`src/design/gbc_pkg.sv`:
```
package gbc_pkg;

  localparam int unsigned RATE_W  = 16;
  localparam int unsigned VAL_W   = 24;
  localparam int unsigned CNT_W   = 20;
  localparam int unsigned STEP_W  = 16;
  localparam int unsigned LIM_W   = 23;
  localparam int unsigned GAIN_W  = 16;
  localparam int unsigned STAT_W  = 2;
  localparam int unsigned CFG_IDX_W = 3;
  localparam int unsigned CFG_W   = 23;

  // configuration register indexes
  localparam logic [CFG_IDX_W-1:0] REG_SETTLE = 3'd0;
  localparam logic [CFG_IDX_W-1:0] REG_MAX    = 3'd1;
  localparam logic [CFG_IDX_W-1:0] REG_STEP   = 3'd2;
  localparam logic [CFG_IDX_W-1:0] REG_CLAMP  = 3'd3;
  localparam logic [CFG_IDX_W-1:0] REG_MARGIN = 3'd4;
  localparam logic [CFG_IDX_W-1:0] REG_GAIN   = 3'd5;

  localparam logic [CNT_W-1:0]  SETTLE_RST = 20'd2500;
  localparam logic [CNT_W-1:0]  MAX_RST    = 20'd15000;
  localparam logic [STEP_W-1:0] STEP_RST   = 16'd26;
  localparam logic [LIM_W-1:0]  CLAMP_RST  = 23'd204800;
  localparam logic [LIM_W-1:0]  MARGIN_RST = 23'd25600;
  localparam logic [GAIN_W-1:0] GAIN_RST   = 16'd131;

  // calibration phase codes
  localparam logic [STAT_W-1:0] PH_IDLE    = 2'd0;
  localparam logic [STAT_W-1:0] PH_RUN     = 2'd1;
  localparam logic [STAT_W-1:0] PH_DONE    = 2'd2;
  localparam logic [STAT_W-1:0] PH_TIMEOUT = 2'd3;

  typedef struct packed {
    logic [CNT_W-1:0]  settle;
    logic [CNT_W-1:0]  max_cnt;
    logic [STEP_W-1:0] step;
    logic [LIM_W-1:0]  clamp;
    logic [LIM_W-1:0]  margin;
    logic [GAIN_W-1:0] gain;
  } cfg_t;

  typedef struct packed {
    logic load;  // copy bias into tracker
    logic upd;   // run tracker and filter on this sample
    logic clr;   // zero the bias (timeout)
  } lane_ctl_t;

endpackage

```
`src/design/gbc_lane.sv`:
```
module gbc_lane import gbc_pkg::*; #(
  parameter int unsigned FRAC_BITS = 8
) (
  input  logic                     clk_i,
  input  logic                     rst_ni,
  input  cfg_t                     cfg_i,
  input  logic signed [RATE_W-1:0] rate_i,
  input  lane_ctl_t                ctl_i,
  output logic                     moved_o,
  output logic signed [VAL_W-1:0]  bias_d_o
);

  localparam int unsigned SW = RATE_W + FRAC_BITS;
  localparam int unsigned EW = (SW > VAL_W) ? SW : VAL_W;
  localparam int unsigned TW = VAL_W + 3;
  localparam int unsigned PW = VAL_W + 1 + GAIN_W + 1;
  localparam logic signed [PW-1:0] ROUND = PW'(1) <<< (GAIN_W - 1);

  logic signed [VAL_W-1:0] trk_q, trk_d;
  logic signed [VAL_W-1:0] bias_q;

  logic signed [EW-1:0]    ext;
  logic signed [VAL_W-1:0] smp;
  logic signed [TW-1:0]    s_w, t0, t1, t2, t3, stp, lim;
  logic signed [TW-1:0]    abs_s, abs_t, thr;
  logic signed [VAL_W:0]   diff;
  logic signed [PW-1:0]    prod, rnd;
  logic signed [VAL_W+1:0] dd, sum;
  logic signed [VAL_W-1:0] filt;

  // scale to fixed point and saturate to the value range
  assign ext = EW'(rate_i) <<< FRAC_BITS;

  always_comb begin
    if ((&ext[EW-1:VAL_W-1]) || !(|ext[EW-1:VAL_W-1])) begin
      smp = ext[VAL_W-1:0];
    end else if (ext[EW-1]) begin
      smp = {1'b1, {(VAL_W-1){1'b0}}};
    end else begin
      smp = {1'b0, {(VAL_W-1){1'b1}}};
    end
  end

  assign s_w = TW'(smp);
  assign t0  = TW'(trk_q);
  assign stp = signed'(TW'(cfg_i.step));
  assign lim = signed'(TW'(cfg_i.clamp));

  // two sequential step checks, then clamp
  always_comb begin
    t1 = (s_w > t0) ? t0 + stp : t0;
    t2 = (s_w < t1) ? t1 - stp : t1;
    if (t2 > lim) begin
      t3 = lim;
    end else if (t2 < -lim) begin
      t3 = -lim;
    end else begin
      t3 = t2;
    end
  end

  assign trk_d = t3[VAL_W-1:0];

  assign abs_s = s_w[TW-1] ? -s_w : s_w;
  assign abs_t = t3[TW-1] ? -t3 : t3;
  assign thr   = signed'(TW'(cfg_i.margin)) + abs_t;
  assign moved_o = abs_s > thr;

  // low-pass: step rounded to nearest, never past the sample
  assign diff = (VAL_W+1)'(smp) - (VAL_W+1)'(bias_q);
  assign prod = PW'(diff) * signed'(PW'(cfg_i.gain));
  assign rnd  = prod + ROUND;
  assign dd   = rnd[PW-1:GAIN_W];
  assign sum  = (VAL_W+2)'(bias_q) + dd;
  assign filt = sum[VAL_W-1:0];

  always_comb begin
    bias_d_o = bias_q;
    if (ctl_i.upd && !moved_o) begin
      bias_d_o = filt;
    end
    if (ctl_i.clr) begin
      bias_d_o = '0;
    end
  end

  always_ff @(posedge clk_i or negedge rst_ni) begin
    if (!rst_ni) begin
      trk_q  <= '0;
      bias_q <= '0;
    end else begin
      bias_q <= bias_d_o;
      if (ctl_i.load) begin
        trk_q <= bias_q;
      end else if (ctl_i.upd) begin
        trk_q <= trk_d;
      end
    end
  end

endmodule

```
`config.mk`:
```
export PLATFORM = sky130hd
export DESIGN_NAME = gbc_lane
export DESIGN_NICKNAME = d
export VERILOG_FILES = /design/src/design/gbc_pkg.sv /design/src/design/gbc_lane.sv
export SDC_FILE = /design/constraint.sdc
export NUM_CORES = 2
export LEC_CHECK = 0
export ABC_CLOCK_PERIOD_IN_PS = 36200
export BUFFER_PORTS_ARGS = -buffer_cell sky130_fd_sc_hd__buf_2
export CORE_ASPECT_RATIO = 0.7
export CORE_MARGIN = 1
export CORE_UTILIZATION = 40
export CTS_CLUSTER_DIAMETER = 120
export DETAILED_ROUTE_END_ITERATION = 8
export GPL_ROUTABILITY_DRIVEN = 0
export GPL_TIMING_DRIVEN = 0
export HOLD_SLACK_MARGIN = 0.15
export PLACE_DENSITY_LB_ADDON = 0.12
export SETUP_SLACK_MARGIN = 0.2
export SYNTH_ARGS = -nofsm -noshare
export SYNTH_HDL_FRONTEND = slang
export SYNTH_SLANG_ARGS = --single-unit
```
`constraint.sdc`:
```
create_clock -name clk_i -period 36.2 [get_ports clk_i]
set_clock_uncertainty 0.2 [all_clocks]
set_input_delay 7.24 -clock clk_i [delete_from_list [all_inputs] [get_ports clk_i]]
set_output_delay 7.24 -clock clk_i [all_outputs]
set_load 0.01 [all_outputs]
```
# --- Yosys cells after proc, flatten, opt, wreduce, memory -nomap -nowiden ---
# Index checks and enable logic that the tools add are counted.
classes:
  n_addsub: 9
  mul: 1
  magnitude_cmp: 5
  muxes: 10
  reduce_logical: 3
op_table:
  columns: ["op", "n"]
  rows:
  - ["2-to-1 mux 27 bit", 6]
  - ["2-to-1 mux 24 bit", 4]
  - ["adder 40 x 17 -> 40 bit (second input constant)", 1]
  - ["multiplier 25 x 17 -> 40 bit", 1]
  - ["adder 24 x 27 -> 27 bit", 1]
  - ["greater-than comparator 27 x 24 -> 1 bit", 1]
  - ["greater-than comparator 27 bit", 1]
  - ["less-than comparator 24 x 27 -> 1 bit", 1]
  - ["less-than comparator 27 bit", 1]
  - ["negation 23 -> 27 bit", 1]
  - ["negation 24 -> 27 bit", 1]
  - ["negation 27 bit", 1]
  - ["subtractor 27 x 17 -> 27 bit", 1]
  - ["adder 24 x 17 -> 25 bit", 1]
  - ["subtractor 24 x 24 -> 25 bit", 1]
  - ["adder 24 bit", 1]
  - ["greater-than comparator 24 bit", 1]
  - ["nonzero test 2 bit", 1]
  - ["logical AND 1 bit", 1]
  - ["zero test 1 bit", 1]
word_totals:
  regBits: 48
  inputBits: 139
  output_inout_bits: 25
  elab_cells: 30

# --- Depth between registers and ports, before layout ---
depth:
  depth_word: 15
  mapped_depth: 78
  ltp_nobuf: 72

# --- Worst setup path after synthesis ---
# OpenSTA, ideal clock, no wires.
synth_timing:
  kind: "input-to-output"
  from: "in rate_i[13]"
  to: "out bias_d_o[0]"
  arrival_ns: 20.295
  required_time_ns: 28.760
  path_slack_ns: 8.465
  path_stages: 64
  path_buffers: 5
  cell_sequence: "ha_1 -> a211oi_1 -> o21bai_1 -> a211oi_1 -> mux2i_1 -> nand4_1 -> nand2b_1 -> nor2_1 -> xnor2_1 -> ha_1 -> a21o_1 -> a21o_1 -> a21oi_1 -> nor2_1 -> a211o_1 -> a31oi_4 -> o211ai_4 -> a2111o_1 -> [28 not listed] -> a21oi_1 -> nor2b_1 -> o21a_1 -> o41ai_1 -> nand4b_1 -> nand3_1 -> a21o_1 -> ha_1 -> a21o_1 -> a21o_1 -> a21oi_1 -> nor2_1 -> a2111oi_0 -> o21ai_0 -> o21ai_1 -> clkbuf_1 -> mux2i_1 -> nor2_1"
synth_via:
  elab_chain_len: 15
  elab_cells_between_ends: 19
  classes_between: "add/sub: 4; order compare: 5; mux: 8; reduce/logical: 2"
synth_rtl:
  columns: ["item", "line_no", "source"]
  rows:
  - ["start: declaration", "gbc_lane.sv:7", "input logic signed [RATE_W-1:0] rate_i,"]
  - ["greater-than comparator 24 bit", "gbc_lane.sv:51", "t1 = (s_w > t0) ? t0 + stp : t0;"]
  - ["2-to-1 mux 27 bit", "gbc_lane.sv:51", null]
  - ["subtractor 27 x 17 -> 27 bit / less-than comparator 24 x 27 -> 1 bit (equally long branches)", "gbc_lane.sv:52", "t2 = (s_w < t1) ? t1 - stp : t1;"]
  - ["2-to-1 mux 27 bit", "gbc_lane.sv:52", null]
  - ["less-than comparator 27 bit", "gbc_lane.sv:55", "end else if (t2 < -lim) begin"]
  - ["2-to-1 mux 27 bit", "gbc_lane.sv:55", null]
  - ["2-to-1 mux 27 bit", "gbc_lane.sv:53", "if (t2 > lim) begin"]
  - ["negation 27 bit", "gbc_lane.sv:65", "assign abs_t = t3[TW-1] ? -t3 : t3;"]
  - ["2-to-1 mux 27 bit", "gbc_lane.sv:65", null]
  - ["adder 24 x 27 -> 27 bit", "gbc_lane.sv:66", "assign thr = signed'(TW'(cfg_i.margin)) + abs_t;"]
  - ["greater-than comparator 27 bit (*)", "gbc_lane.sv:67", "assign moved_o = abs_s > thr;"]
  - ["zero test 1 bit (*)", "gbc_lane.sv:79", "if (ctl_i.upd && !moved_o) begin"]
  - ["logical AND 1 bit (*)", "gbc_lane.sv:79", null]
  - ["2-to-1 mux 24 bit (*)", "gbc_lane.sv:79", null]
  - ["2-to-1 mux 24 bit (*)", "gbc_lane.sv:82", "if (ctl_i.clr) begin"]
  - ["end: declaration", "gbc_lane.sv:10", "output logic signed [VAL_W-1:0] bias_d_o"]
# Mark *: on every way between the ends. The rest lies on a longest branch, timed or not.

# --- Final worst setup path ---
layout_timing:
  from: "in rate_i[1]"
  to: "out bias_d_o[15]"
layout_via:
  elab_chain_len: 15
  elab_cells_between_ends: 23
  classes_between: "add/sub: 7; mul: 1; order compare: 5; mux: 8; reduce/logical: 2"
layout_rtl:
  columns: ["item", "line_no"]
  rows:
  - ["greater-than comparator 24 bit", "gbc_lane.sv:51"]
  - ["2-to-1 mux 27 bit", "gbc_lane.sv:51"]
  - ["subtractor 27 x 17 -> 27 bit / less-than comparator 24 x 27 -> 1 bit (equally long branches)", "gbc_lane.sv:52"]
  - ["2-to-1 mux 27 bit", "gbc_lane.sv:52"]
  - ["less-than comparator 27 bit", "gbc_lane.sv:55"]
  - ["2-to-1 mux 27 bit", "gbc_lane.sv:55"]
  - ["2-to-1 mux 27 bit", "gbc_lane.sv:53"]
  - ["negation 27 bit", "gbc_lane.sv:65"]
  - ["2-to-1 mux 27 bit", "gbc_lane.sv:65"]
  - ["adder 24 x 27 -> 27 bit", "gbc_lane.sv:66"]
  - ["greater-than comparator 27 bit", "gbc_lane.sv:67"]
  - ["zero test 1 bit", "gbc_lane.sv:79"]
  - ["logical AND 1 bit", "gbc_lane.sv:79"]
  - ["2-to-1 mux 24 bit (*)", "gbc_lane.sv:79"]
  - ["2-to-1 mux 24 bit (*)", "gbc_lane.sv:82"]
# Marked as above.

==> flow_summary.ini <==
[placement]
dp_hpwl_um = 76200
place_inst = 4041
port_buffers = 111
instance_area_after_placement_um2 = 27000

[clocking]
tritoncts = done
cts_root_buffer = sky130_fd_sc_hd__clkbuf_16
post-cts-setup-buffers = 0
post_cts_resized = 0
hold_buffers = 0
numCtsBuffers = 5
ctsLongestPathBuffers = 2
clk_pin_slew_worst_paths_ns = 0.07
clk-insertion-delay-late_ns = 0.31
cts_sinks = 48
htree_levels = 2

[grt]
grt_util_all_layers_pct = 27.5
grt_overflow_total = 0
number_of_antenna_violations_at_the_first_check_in_global_routing = 1
grt_pass1_wl_um = 133000
largest_net_degree_at_the_start_of_global_routing = 49
grt_pass1_vias = 21902

[worst_setup_path]
critical-path-max-stage-delay_ns = 0.76
setup.worst_path.end_class = output port
arrival_ns = 26.27
critPathRequiredTime_ns = 28.76
cp-start-kind = input port
reg2reg_setup_slack_ns = 16.70
crit_path_top_delay_cell = sky130_fd_sc_hd__clkbuf_1
rr_endpoint = bias_q[15]
worst-path-max-fanout = 10
critical_path.most_common_cell = sky130_fd_sc_hd__a21oi_1
worst_r2r_path_depth = 70
path_class = input port to output port
timing.rr.start = trk_q[9]

[status]
status = complete, no violations

[worst_hold_path]
hold-path-cell-count = 2
min_from = bias_q[23]
hold_class = register to register
hold-path-endpoint = trk_q[23]

[drt]
drt_first_iter_violations = 1785
drt-vias-per-instance = 5.51
detailroute.via_count = 22326
drt-wirelength-per-cell_um = 21.4
drt_wl_total_um = 86800
drt_pass1_iterations = 5
ant_nets = 0
drt_drc_violations_left = 0

[floorplan]
rows = 76
floorplan.die.width_um = 303
core_region_area_um2 = 62200
start_util_pct = 40.9
boundaryPins = 164
chipHeight_um = 213
die-area_um2 = 64600

[sta]
max-slew-margin-rel_pct = 15.9
timing.final.crit_share_pct = 93.1
setup-tns-final_ns = 0
setup-violations-final = 0
worst-slew-pin-transition_ns = 1.25
timing.final.max_slew_violations = 0
grt_setup_unrepaired = no
achievable-frequency_mhz = 29.7
final.min_clock_period_ns = 33.71
final-hold-violation-count = 0

[logic_synthesis]
synth_seq_cells = 48
synth_enable_flop_cells = 0
synth_cells = 3109
synth.distinct_cells = 92
ys_async_sr_fraction_pct = 100
warning_count_from_the_yosys_run = 0
ys.flop_type = sky130_fd_sc_hd__dfrtp_1
synthesized_area_um2 = 25400
synth.yosys.seq_area_share_pct = 4.72
syn_avg_cell_area_um2 = 8.18

[finish]
multi_input_comb_area_um2 = 21900
final_cell_count_no_fill = 4049
num-fill-cells = 6342
commonest_cells_after_routing_fill_and_taps_aside = sky130_fd_sc_hd__inv_1 (513), sky130_fd_sc_hd__fa_1 (382), sky130_fd_sc_hd__nand2_1 (350), sky130_fd_sc_hd__ha_1 (308), sky130_fd_sc_hd__and2_1 (206)
post_route_cells_drive_above_1_share_pct = 5.11
finish.utilization_pct = 43.7
final_design_area_no_fill_um2 = 27200
layout.cells.most_common = sky130_fd_sc_hd__inv_1
num-nets-final = 4058
diodes = 0
seq_area_um2 = 1200
area.growth.synth_to_final_pct = 7.01

[flow_run]
cap_violations = 0
==> per-layer routing <==
metal | track usage (%) | vias to the layer above | routed length (µm)
li1 | - | 10357 | -
met1 | 43.7 | 11119 | 43800
met2 | 37.0 | 787 | 33100
met3 | 7.68 | 63 | 8800
met4 | 2.81 | 0 | 1090
met5 | 0 | - | 0
==> cell families (layout without fill, tap and decap cells) <==
group	count (synthesis)	after routing	share of synthesized area, %
other	1	3	0.0147
DFF	48	48	4.72
muxes	33	33	1.31
AOI/OAI and AO/OA	546	546	14.1
and+or+nand+nor	983	983	19.0
adders and majority gates	693	693	45.4
xor gates and xnor gates	181	181	6.29
buffers and inverters	624	743	9.26
==> sequential cells by signal, indices dropped and copies added (netlist names) <==
| signal | flops |
|---|---|
| trk_q | 24 |
| bias_q | 24 |
==> cells in the mapped netlist, types with 5 or more instances <==
master	count	area, µm²
sky130_fd_sc_hd__inv_1	513	1930
sky130_fd_sc_hd__fa_1	382	7650
sky130_fd_sc_hd__nand2_1	350	1310
sky130_fd_sc_hd__ha_1	308	3850
sky130_fd_sc_hd__and2_1	206	1290
sky130_fd_sc_hd__nor2_1	180	676
sky130_fd_sc_hd__a21oi_1	152	761
sky130_fd_sc_hd__xnor2_1	141	1230
sky130_fd_sc_hd__o21ai_0	126	631
sky130_fd_sc_hd__clkbuf_1	94	353
sky130_fd_sc_hd__a21o_1	57	428
sky130_fd_sc_hd__dfrtp_1	48	1200
sky130_fd_sc_hd__nor3_1	48	240
sky130_fd_sc_hd__xor2_1	38	333
sky130_fd_sc_hd__nand3_1	37	185
sky130_fd_sc_hd__o21a_1	36	270
sky130_fd_sc_hd__mux2i_1	31	310
sky130_fd_sc_hd__nor2b_1	22	138
sky130_fd_sc_hd__nand2b_1	20	125
sky130_fd_sc_hd__nand4_1	20	125
sky130_fd_sc_hd__nor4_1	20	125
sky130_fd_sc_hd__a31oi_1	18	113
sky130_fd_sc_hd__and3_1	16	100
sky130_fd_sc_hd__o21bai_1	16	120
sky130_fd_sc_hd__or3_1	16	100
sky130_fd_sc_hd__a211oi_1	13	97.6
sky130_fd_sc_hd__o31a_1	12	105
sky130_fd_sc_hd__a21boi_0	11	82.6
sky130_fd_sc_hd__o31ai_1	11	82.6
sky130_fd_sc_hd__buf_1	10	37.5
sky130_fd_sc_hd__or2_2	9	56.3
sky130_fd_sc_hd__or4_1	9	67.6
sky130_fd_sc_hd__a211o_1	7	61.3
sky130_fd_sc_hd__o21ai_1	7	35.0
sky130_fd_sc_hd__o211ai_1	6	45.0
sky130_fd_sc_hd__a2111oi_0	5	43.8
sky130_fd_sc_hd__and4_1	5	43.8
==> cell type report <==
type                       instances  area share (%)
multi-input combinational       2439            80.4
clock buffer                       5           0.460
timing repair buffer             111            2.04
buffer                           109            1.55
tap                              819            3.77
inverter                         515            7.11
clock inverter                     3           0.253
sequential                        48            4.42
==> critical path: cells and delay by family <==
kind	cells	cell delay [ns]
compound gates	33	7.98
xor+xnor	1	0.43
fa+ha+maj	6	1.91
buf+inv	9	3.89
mux	2	0.75
simple gates	20	4.03
==> per-stage QoR <==
stage	worst slack, ns	hold WS (ns)
floorplan	8.47	0.283
global placement	3.25	0.356
CTS	2.92	0.381
global route	1.42	0.416
detailed placement	3.00	0.364
finish	2.49	0.378
==> how the worst max path moves through the flow <==
stage,from,endpoint,depth (start not counted)
floorplan,rate_i[13],bias_d_o[0],64
global placement,rate_i[3],bias_d_o[15],70
global route,rate_i[3],bias_d_o[15],71
CTS,rate_i[3],bias_d_o[15],71
finish,rate_i[1],bias_d_o[15],71
detailed placement,rate_i[3],bias_d_o[15],71
Power is not shown: default switching activity piles up to over one toggle a cycle in this logic, so the estimate is an artifact.
