==> config.mk <==
export PLATFORM = sky130hd
export DESIGN_NAME = gbc_merge
export DESIGN_NICKNAME = d
export VERILOG_FILES = /design/src/design/gbc_pkg.sv /design/src/design/gbc_merge.sv
export SDC_FILE = /design/constraint.sdc
export NUM_CORES = 1
export LEC_CHECK = 0
export BUFFER_PORTS_ARGS = -buffer_cell sky130_fd_sc_hd__buf_2
export CORE_ASPECT_RATIO = 0.8
export CORE_UTILIZATION = 47
export CTS_CLUSTER_DIAMETER = 40
export DETAILED_ROUTE_END_ITERATION = 6
export PLACE_DENSITY = 0.81
export SLEW_MARGIN = 20
export SYNTH_ARGS = -nofsm -noshare
export SYNTH_HDL_FRONTEND = slang
export SYNTH_SLANG_ARGS = --single-unit
==> constraint.sdc <==
create_clock -name clk_i -period 3.76 [get_ports clk_i]
set_input_delay 0.188 -clock clk_i [delete_from_list [all_inputs] [get_ports clk_i]]
set_output_delay 0.188 -clock clk_i [all_outputs]
set_load 0.05 [all_outputs]
==> src/design/gbc_pkg.sv <==
package gbc_pkg;

  localparam int unsigned RATE_W  = 16;
  localparam int unsigned VAL_W   = 24;
  localparam int unsigned CNT_W   = 20;
  localparam int unsigned STEP_W  = 16;
  localparam int unsigned LIM_W   = 23;
  localparam int unsigned GAIN_W  = 16;
  localparam int unsigned STAT_W  = 2;
  localparam int unsigned CFG_IDX_W = 3;
  localparam int unsigned CFG_W   = 23;

  // configuration register indexes
  localparam logic [CFG_IDX_W-1:0] REG_SETTLE = 3'd0;
  localparam logic [CFG_IDX_W-1:0] REG_MAX    = 3'd1;
  localparam logic [CFG_IDX_W-1:0] REG_STEP   = 3'd2;
  localparam logic [CFG_IDX_W-1:0] REG_CLAMP  = 3'd3;
  localparam logic [CFG_IDX_W-1:0] REG_MARGIN = 3'd4;
  localparam logic [CFG_IDX_W-1:0] REG_GAIN   = 3'd5;

  localparam logic [CNT_W-1:0]  SETTLE_RST = 20'd2500;
  localparam logic [CNT_W-1:0]  MAX_RST    = 20'd15000;
  localparam logic [STEP_W-1:0] STEP_RST   = 16'd26;
  localparam logic [LIM_W-1:0]  CLAMP_RST  = 23'd204800;
  localparam logic [LIM_W-1:0]  MARGIN_RST = 23'd25600;
  localparam logic [GAIN_W-1:0] GAIN_RST   = 16'd131;

  // calibration phase codes
  localparam logic [STAT_W-1:0] PH_IDLE    = 2'd0;
  localparam logic [STAT_W-1:0] PH_RUN     = 2'd1;
  localparam logic [STAT_W-1:0] PH_DONE    = 2'd2;
  localparam logic [STAT_W-1:0] PH_TIMEOUT = 2'd3;

  typedef struct packed {
    logic [CNT_W-1:0]  settle;
    logic [CNT_W-1:0]  max_cnt;
    logic [STEP_W-1:0] step;
    logic [LIM_W-1:0]  clamp;
    logic [LIM_W-1:0]  margin;
    logic [GAIN_W-1:0] gain;
  } cfg_t;

  typedef struct packed {
    logic load;  // copy bias into tracker
    logic upd;   // run tracker and filter on this sample
    logic clr;   // zero the bias (timeout)
  } lane_ctl_t;

endpackage

==> src/design/gbc_merge.sv <==
module gbc_merge import gbc_pkg::*; #(
  parameter int unsigned AXES = 3
) (
  input  logic              clk_i,
  input  logic              rst_ni,
  input  cfg_t              cfg_i,
  input  logic              accept_i,
  input  logic              mode_i,
  input  logic [AXES-1:0]   moved_i,
  output lane_ctl_t         ctl_o,
  output logic [STAT_W-1:0] phase_d_o
);

  localparam logic [CNT_W-1:0] CNT_MAX = '1;

  logic [STAT_W-1:0] phase_q;
  logic [CNT_W-1:0]  quiet_q, quiet_d, total_q, total_d;
  logic [CNT_W-1:0]  quiet_n, total_n;
  logic              start, go, done, tout;

  assign start = accept_i && !mode_i;
  assign go    = accept_i && mode_i && (phase_q == PH_RUN);

  assign total_n = (total_q == CNT_MAX) ? total_q : total_q + 1'b1;
  assign quiet_n = (|moved_i) ? '0 :
                   ((quiet_q == CNT_MAX) ? quiet_q : quiet_q + 1'b1);

  // still wins over timeout when both land on the same sample
  assign done = quiet_n >= cfg_i.settle;
  assign tout = !done && (total_n >= cfg_i.max_cnt);

  assign ctl_o.load = start;
  assign ctl_o.upd  = go;
  assign ctl_o.clr  = go && tout;

  always_comb begin
    phase_d_o = phase_q;
    quiet_d   = quiet_q;
    total_d   = total_q;
    if (start) begin
      phase_d_o = PH_RUN;
      quiet_d   = '0;
      total_d   = '0;
    end else if (go) begin
      quiet_d = quiet_n;
      total_d = total_n;
      if (done) begin
        phase_d_o = PH_DONE;
      end else if (tout) begin
        phase_d_o = PH_TIMEOUT;
      end
    end
  end

  always_ff @(posedge clk_i or negedge rst_ni) begin
    if (!rst_ni) begin
      phase_q <= PH_IDLE;
      quiet_q <= '0;
      total_q <= '0;
    end else begin
      phase_q <= phase_d_o;
      quiet_q <= quiet_d;
      total_q <= total_d;
    end
  end

endmodule

# Word-level counts from Yosys, hierarchy flattened
# Cells that the tools add are included.
# totals
ff_bits	42
inputBits	125
out_inout_bits	5
# classes
n_addsub	2
n_lt_le_gt_ge	2
eq_ne	3
n_mux	11
reduce_logical	9
# ops
operator	count
$mux 20	7
$add 20x1->20 const B	2
$eq 20x20->1 const B	2
$ge 20x20->1	2
$mux 2	4
$logic_and 1x1->1	5
$reduce_or 3->1	1
$eq 2x1->1 const B	1
$logic_not 1->1	2
$reduce_bool 2->1	1

# Depth between registers and ports, before layout
# Gate-level depths: netlist of run 1.
# logic_depth
word_depth	10
depth_mapped	15

# Worst setup path before layout of run 1
# Ideal clock, no wire load.
# synth_path
path_kind	reg2out
start	register quiet_q[4]
end	output port ctl_o[0] (netlist bit)
arrival_time_ns	3.920
required_time_ns	3.572
setup_slack_ns	-0.348
path_stages_with_launch	14
n_path_buf	1
cell_sequence	dfrtp_1 buf_4 nand4_2 or4_4 a21oi_4 nand3_1 xor2_1 nor2_1 ha_1 and3_1 a221o_1 a221oi_1 o21ai_0 nor3_1
# synth_lines
element	line_no	rtl
start: declaration	gbc_merge.sv:17	logic [CNT_W-1:0] quiet_q, quiet_d, total_q, total_d;
start signal: assignment	gbc_merge.sv:62	quiet_q <= quiet_d;
end: declaration	gbc_merge.sv:10	output lane_ctl_t ctl_o,

# Final worst setup path of run 1
# layout_path
start	register total_q[11]
end	output port phase_d_o[1]
# layout_between
elab_chain_cells	8
# layout_rtl
element	line_no	rtl
start: declaration	gbc_merge.sv:17	
start signal: assignment	gbc_merge.sv:63	total_q <= total_d;
$add 20x1->20 or $eq 20x20->1 (tied branches)	gbc_merge.sv:24	assign total_n = (total_q == CNT_MAX) ? total_q : total_q + 1'b1;
$mux 20 (*)	gbc_merge.sv:24	
$ge 20x20->1 (*)	gbc_merge.sv:30	assign tout = !done && (total_n >= cfg_i.max_cnt);
$logic_and 1x1->1 (*)	gbc_merge.sv:30	
$mux 2 (*)	gbc_merge.sv:49	end else if (tout) begin
$mux 2 (*)	gbc_merge.sv:47	if (done) begin
$mux 2 (*)	gbc_merge.sv:44	end else if (go) begin
$mux 2 (*)	gbc_merge.sv:40	if (start) begin
end: declaration	gbc_merge.sv:11	output logic [STAT_W-1:0] phase_d_o
# Mark *: on every way between the ends. The rest lies on a longest branch, timed or not.

==> impl_metrics.yaml, run 1 <==
timing:
  fin_skew_ns: 0.006705
  fmaxAchievable_ghz: 0.2613
  finalSetupViolCount: 2
  finalWorstSetupSlack_ns: -0.06725
  relSlewSlack_pct: 29.59
  hold_viol_final: 0
  finalCriticalPeriod_ns: 3.827
  fin_setup_tns_ns: -0.09777
  hold_ws_ns: 0.3798
  slew_violations: 0
  worst_pin_slew_ns: 1.052
  min_period_over_period_pct: 101.8
  rsz0062_at_grt: "true"
floorplanning:
  dieHeight_um: 83.11
  dieArea_sq_um: 8592
  placementRows: 29
  chipWidth_um: 103.4
  fp.coreArea_sq_um: 7946
  io_pins: 130
  start_util_pct: 48.64
cells_and_area:
  areaGrowthSynthToFinish_pct: 32.28
  nets: 772
  drive_gt1_share_pct: 30.03
  diodes: 0
  finalNonFillerCells: 714
  final_util_pct: 64.34
power_and_ir_drop:
  power_frac_seq_pct: 46.4
  leakage_nw: 2.534
  swShare_pct: 30.08
  power.switching_mw: 0.3026
  combPwrFrac_pct: 21.9
  power_mw: 1.006
  intPower_mw: 0.7034
  clkPwrFrac_pct: 31.7
  p_per_area_nw_per_um2: 196.8
  peakVddDrop_uv: 132.0
run:
  maxCapViolations: 0
worst_hold_path:
  hold_path.class: "primary input to flop"
  hold_depth: 4
drt:
  vias: 4118
  drtPass1Iterations: 5
  first_iter_violations: 298
  drc_errors: 0
  wl_mm: 10.71
  drtAntennaViolNets: 0
  avgViaCountPerCell: 5.768
  wl_per_cell_um: 15.00
grt:
  grt_max_degree: 43
  grt_usage_pct: 25.58
  grt_overflow: 0
  grt_first_pass_wirelength_mm: 17.53
  grt_pass1_vias: 3887
  antenna_found_initial: 0
synthesis:
  ys_seq_elements: 42
  yosys.area.top_type_share_pct: 27.19
  synthAdderAreaFrac_pct: 13.60
  ys_types: 51
  syn_nets: 657
  syn_area_sq_um: 3865
  yosys.area_share.xor_xnor_pct: 7.478
  synth_compound_area_share_pct: 21.04
  synth_mux_area_share_pct: 0.5827
  async_reset_ff_share_pct: 100.0
  yosys-top-cells-area: "dfrtp_1 27%, ha_1 14%, nand2_1 5.7%"
  syn-instance-count: 490
  yosys.area.top_type: "dfrtp_1"
  synthSimpleGateAreaFrac_pct: 22.63
  syn-mean-instance-area_sq_um: 7.888
  yosysWarnings: 0
  synth_edf_count: 0
  synth_ff_type: "dfrtp_1"
  ys_seq_area_share_pct: 27.19
  synth_top_family_by_area: "simple AND/OR/NAND/NOR gates"
setup_path:
  crit_fanout: 5
  critPathLaunchType: "flop"
  critPathKind: "flop to output pin"
  end_kind: "output pin"
  cp.arrival_ns: 3.64
  rr_worst_depth: 14
  cp_data_required_time_ns: 3.57
cts:
  path_clk_slew_ns: 0.09
  clkLatencyLatePin_ns: 0.30
  cts_tree: "built"
  clk_path_buf_depth: 2
  cts_buffers: 5
  htree_levels: 2
  clock_sinks: 42
  root_buffer: "clkbuf_8"
run_status:
  status: "finished, violations left"
  violations: "negative setup slack"
place:
  gp_congestion: 0.8666
  io_buffers: 51
  hpwl_mm: 7.790
  place_inst: 695
placed cells by master (no fill, tap or decap), types with 3 or more instances in the layout:
master    instances
inv_1            46
buf_6             4
a21oi_2           5
xor2_1           12
xnor2_1          19
nand3_1          21
and3_1            8
a311oi_1          4
a21oi_1          25
ha_1             41
a31oi_1          11
dfrtp_1          42
a21o_1            6
buf_2            47
and2_1            4
nor3_2            3
nand2_1          59
nand4_1          11
nand3_2           5
nor3_1            8
clkbuf_8          6
buf_4            80
o21ai_0          37
o31ai_1           8
a41oi_1           5
nor2_1           30
a22o_1            3
or3_1             4
per-stage QoR:
stage / setup WS [ns] / cell area, sq um
final: -0.06725 / 5112
after detailed placement: -0.2213 / 4681
after global routing: -0.2060 / 5112
after global placement: -0.2230 / 4681
after floorplan: 0.03247 / 3874
after CTS: -0.07224 / 4956
cell families (layout without fill, tap and decap cells):
logic type	Yosys count	after routing
AND/OR/NAND/NOR	173	173
AO/OA/AOI/OAI	127	127
buffers and inverters	71	187
adder cells (fa/ha/maj)	42	42
flip-flops	42	42
XOR/XNOR	33	33
multiplexers	2	2
final timing paths:
| path | endpoint | startpoint | slack, ns |
|---|---|---|---|
| worst max register to register | phase_q[1]$_DFF_PN0_ | total_q[11]$_DFFE_PN0P_ | 0.47 |
| worst min register to register | quiet_q[19]$_DFFE_PN0P_ | quiet_q[19]$_DFFE_PN0P_ | 0.55 |
| max in group asynchronous | quiet_q[12]$_DFFE_PN0P_ | rst_ni | 2.95 |
| worst max-delay path | phase_d_o[1] | total_q[11]$_DFFE_PN0P_ | -0.07 |
| min in group asynchronous | quiet_q[6]$_DFFE_PN0P_ | rst_ni | 0.42 |
| worst min-delay path | total_q[6]$_DFFE_PN0P_ | accept_i | 0.38 |
timing repair:
| action | in CTS | in global routing |
|---|---|---|
| gates cloned | 0 | 0 |
| setup endpoints to repair | 3 | 3 |
| gates resized for setup | 25 | 27 |
| buffers inserted | 10 | 1 |
| pin swaps | 15 | 19 |
| hold buffers | 0 | 1 |
| hold endpoints to repair | 0 | 42 |
worst max-delay path: stages (launching register included):
cell	delay [ns]
dfrtp_1	0.37
and4_4	0.24
and3_4	0.21
buf_4	0.15
nand2_1	0.09
nor2_1	0.19
nor3_2	0.07
xor2_1	0.24
ha_1	0.27
nand2_1	0.09
nor2_1	0.08
a2111oi_4	0.39
a2111oi_4	0.14
or3b_4	0.39
o221a_4	0.26
buf_8	0.15
area by class of cell:
class / instances / area (sq um)
Clock buffer: 7 / 86.33
Clock inverter: 1 / 5.005
Fill cell: 677 / 2834
Inverter: 46 / 172.7
Multi-Input combinational cell: 377 / 2756
Sequential cell: 42 / 1051
Tap cell: 108 / 135.1
Timing Repair Buffer: 133 / 905.9
registers in the layout (all words and copies together) (netlist names):
name and cells:
total_q 20, phase_q 2, quiet_q 20
metal layers:
| layer | up-vias | GRT usage, % | wire (um) |
|---|---|---|---|
| met5 | - | 0 | 0 |
| met4 | 0 | 6.018 | 134 |
| met3 | 13 | 3.704 | 676 |
| met2 | 145 | 40.64 | 5067 |
| met1 | 1976 | 36.40 | 4828 |
| li1 | 1984 | - | - |
synth_stat cells, drive strengths merged (3+ instances only):
master	count
and2	4
or3	4
o21ai	42
and3	10
nand3	26
a21oi	31
clkbuf	15
xor2	12
and4	3
ha	42
inv	46
nand4	12
nor3	11
dfrtp	42
a22o	3
nand2	59
a21o	6
a311oi	5
o31ai	9
xnor2	21
a41oi	7
nor2	32
a31oi	11
nor4	5
buf	10
power by group through the flow:
stage	clock network, mW	registers, mW	logic (mW)
final	0.319	0.467	0.220
after global routing	0.343	0.468	0.245
after CTS	0.321	0.467	0.207
after detailed placement	0	0.476	0.200
after global placement	0	0.475	0.191
after floorplan	0	0.481	0.107
Power figures use the tool's default switching activity.
==> run 2: changes to the inputs <==
- CELL_PAD_IN_SITES_DETAIL_PLACEMENT: default -> 1
- CELL_PAD_IN_SITES_GLOBAL_PLACEMENT: default -> 2
- CORE_UTILIZATION: 47 -> 26
- PLACE_DENSITY: 0.81 -> default
- PLACE_DENSITY_LB_ADDON: default -> 0.08
==> impl_metrics.yaml, run 2 (synthesis gave the netlist of run 1 again) <==
drt:
  drtAntennaViolNets: 0
  vias: 4206
  drc_errors: 8
  avgViaCountPerCell: 4.995
  first_iter_violations: 197
  wl_mm: 13.75
  wl_per_cell_um: 16.33
  drtPass1Iterations: 6
timing:
  slew_violations: 0
  min_period_over_period_pct: 100.8
  fmaxAchievable_ghz: 0.2638
  hold_viol_final: 0
  finalSetupViolCount: 3
  finalWorstSetupSlack_ns: -0.03104
  finalCriticalPeriod_ns: 3.791
  relSlewSlack_pct: 51.29
  worst_pin_slew_ns: 0.7289
  rsz0062_at_grt: "true"
  fin_skew_ns: 0.009752
place:
  io_buffers: 51
  place_inst: 800
  dpl_worst_slack_ns: -0.1400
  gp_congestion: 0.7688
  hpwl_mm: 10.04
floorplanning:
  placementRows: 39
  fp.coreArea_sq_um: 14400
  dieArea_sq_um: 15360
  io_pins: 130
  start_util_pct: 26.85
  chipWidth_um: 138.3
  dieHeight_um: 111.1
worst_hold_path:
  hold_path.class: "primary input to flop"
cells_and_area:
  finalNonFillerCells: 842
  layout_common_cells: "121 x buf_4, 53 x nand2_1, 48 x buf_2, 46 x inv_1, 41 x dfrtp_1"
  nets: 824
  reg.largest.list: "quiet_q (20), total_q (20), phase_q (2)"
  fill_cells: 1723
  final_common_cell: "buf_4"
  drive_gt1_share_pct: 38.91
  areaGrowthSynthToFinish_pct: 50.44
  diodes: 0
grt:
  grt_pass1_vias: 4466
  grt_overflow: 0
  antenna_found_initial: 0
  grt_max_degree: 27
  grt_first_pass_wirelength_mm: 23.03
  grt_usage_pct: 18.87
power_and_ir_drop:
  power_frac_seq_pct: 37.9
  power.switching_mw: 0.3534
  combPwrFrac_pct: 19.9
  power_mw: 1.239
  clkPwrFrac_pct: 42.2
  swShare_pct: 28.51
  peakVddDrop_uv: 148.7
  intPower_mw: 0.8861
  leakage_nw: 2.823
  p_per_area_nw_per_um2: 213.2
setup_path:
  crit_fanout: 3
  crit_path_top_delay_cell: "or3b_4"
  path_buf_inv: 2
  slowest_delay_ns: 0.39
  cp_data_required_time_ns: 3.57
  critical_path.top_delay_family: "compound AO/OA/AOI/OAI gates"
  crit_chain: "and4_1 -> and3_4 -> a311oi_4 -> nand3_2 -> xnor2_1 -> ha_1 -> a21oi_2 -> o21ai_2 -> a2111oi_2 -> buf_4 -> a2111oi_4 -> or3b_4 -> o221a_4 -> buf_8"
  critPathLaunchType: "flop"
  critPathKind: "flop to output pin"
  end_kind: "output pin"
  cp.arrival_ns: 3.60
cts:
  root_buffer: "clkbuf_16"
  path_clk_slew_ns: 0.07
  clk_path_buf_depth: 2
  cts_buffers: 5
  clock_sinks: 42
  cts_tree: "built"
  clkLatencyLatePin_ns: 0.30
  htree_levels: 2
run_status:
  violations: "design-rule violations, negative setup slack"
  status: "finished, violations left"
run:
  maxCapViolations: 0
run 2: changes by cell type in the layout (fill, tap and decap cells not counted), moves of 5 or more:
cell,change
buf_4,+41
buf_6,+9
clkbuf_8,-6
nand2_1,-6
nand2_2,+6
a21oi_1,-5
clkbuf_16,+5
run 2: final cells by class:
cell class                 count  area [sq um]  share of cell area [%]
timing repair buffer         185          1348                   23.18
inverter                      46         172.7                   2.970
clock buffer                   6         128.9                   2.216
sequential                    42          1052                   18.10
clock inverter                 2         37.54                  0.6456
multi-input combinational    377          2845                   48.93
tap                          184         230.2                   3.960
run 2: final timing paths:
| kind | from | endpoint | slack (ns) | cells past startpoint |
|---|---|---|---|---|
| min reg2reg | quiet_q[19]$_DFFE_PN0P_ | quiet_q[19]$_DFFE_PN0P_ | 0.53 | 1 |
| min | accept_i | phase_q[1]$_DFF_PN0_ | 0.43 | 3 |
| max | total_q[10]$_DFFE_PN0P_ | phase_d_o[1] | -0.03 | 14 |
| min in group asynchronous | rst_ni | quiet_q[2]$_DFFE_PN0P_ | 0.47 | 2 |
| max reg2reg | total_q[10]$_DFFE_PN0P_ | total_q[11]$_DFFE_PN0P_ | 0.14 | 24 |
| max in group asynchronous | rst_ni | total_q[0]$_DFFE_PN0P_ | 2.74 | 3 |
run 2: per-stage QoR:
step           setup TNS (ns)  util, %  cell area, sq um  hold slack, ns
3_3_place_gp          -0.3581    34.64              4986          0.4583
6_report             -0.07148    40.39              5814          0.4305
3_5_place_dp          -0.3608    34.83              5014          0.2812
4_1_cts               -0.2373    38.52              5545          0.4073
5_1_grt               -0.6279    40.39              5814          0.4507
2_1_floorplan               0        -              3874         -0.1076
run 2: power groups by stage:
stage	logic [mW]	registers [mW]	clock network (mW)
after floorplan	0.107	0.481	0
after global placement	0.209	0.476	0
after detailed placement	0.221	0.476	0
after CTS	0.227	0.467	0.539
after global routing	0.280	0.471	0.552
final	0.247	0.470	0.523
run 2: what timing repair did:
item / 4_1_cts / 5_1_grt
setup buffers: 29 / 10
setup endpoints to repair: 3 / 4
hold buffers: 1 / 0
gates resized for setup: 39 / 47
pin swaps: 24 / 28
endpoints found under the hold margin: 25 / 0
run 2: metal layers:
| metal | GRT usage [%] | wire length, um | vias to the layer above |
|---|---|---|---|
| li1 | - | - | 2087 |
| met1 | 27.28 | 7068 | 2033 |
| met2 | 30.05 | 6094 | 71 |
| met3 | 2.549 | 451 | 15 |
| met4 | 3.296 | 131 | 0 |
| met5 | 0 | 0 | - |
run 2: worst register-to-register path, delay by kind of cell (launching register included):
kind,cells,cell delay (ns)
AO/OA/AOI/OAI,2,0.41
buffers and inverters,18,2.07
flip-flops,1,0.38
AND/OR/NAND/NOR,4,0.59
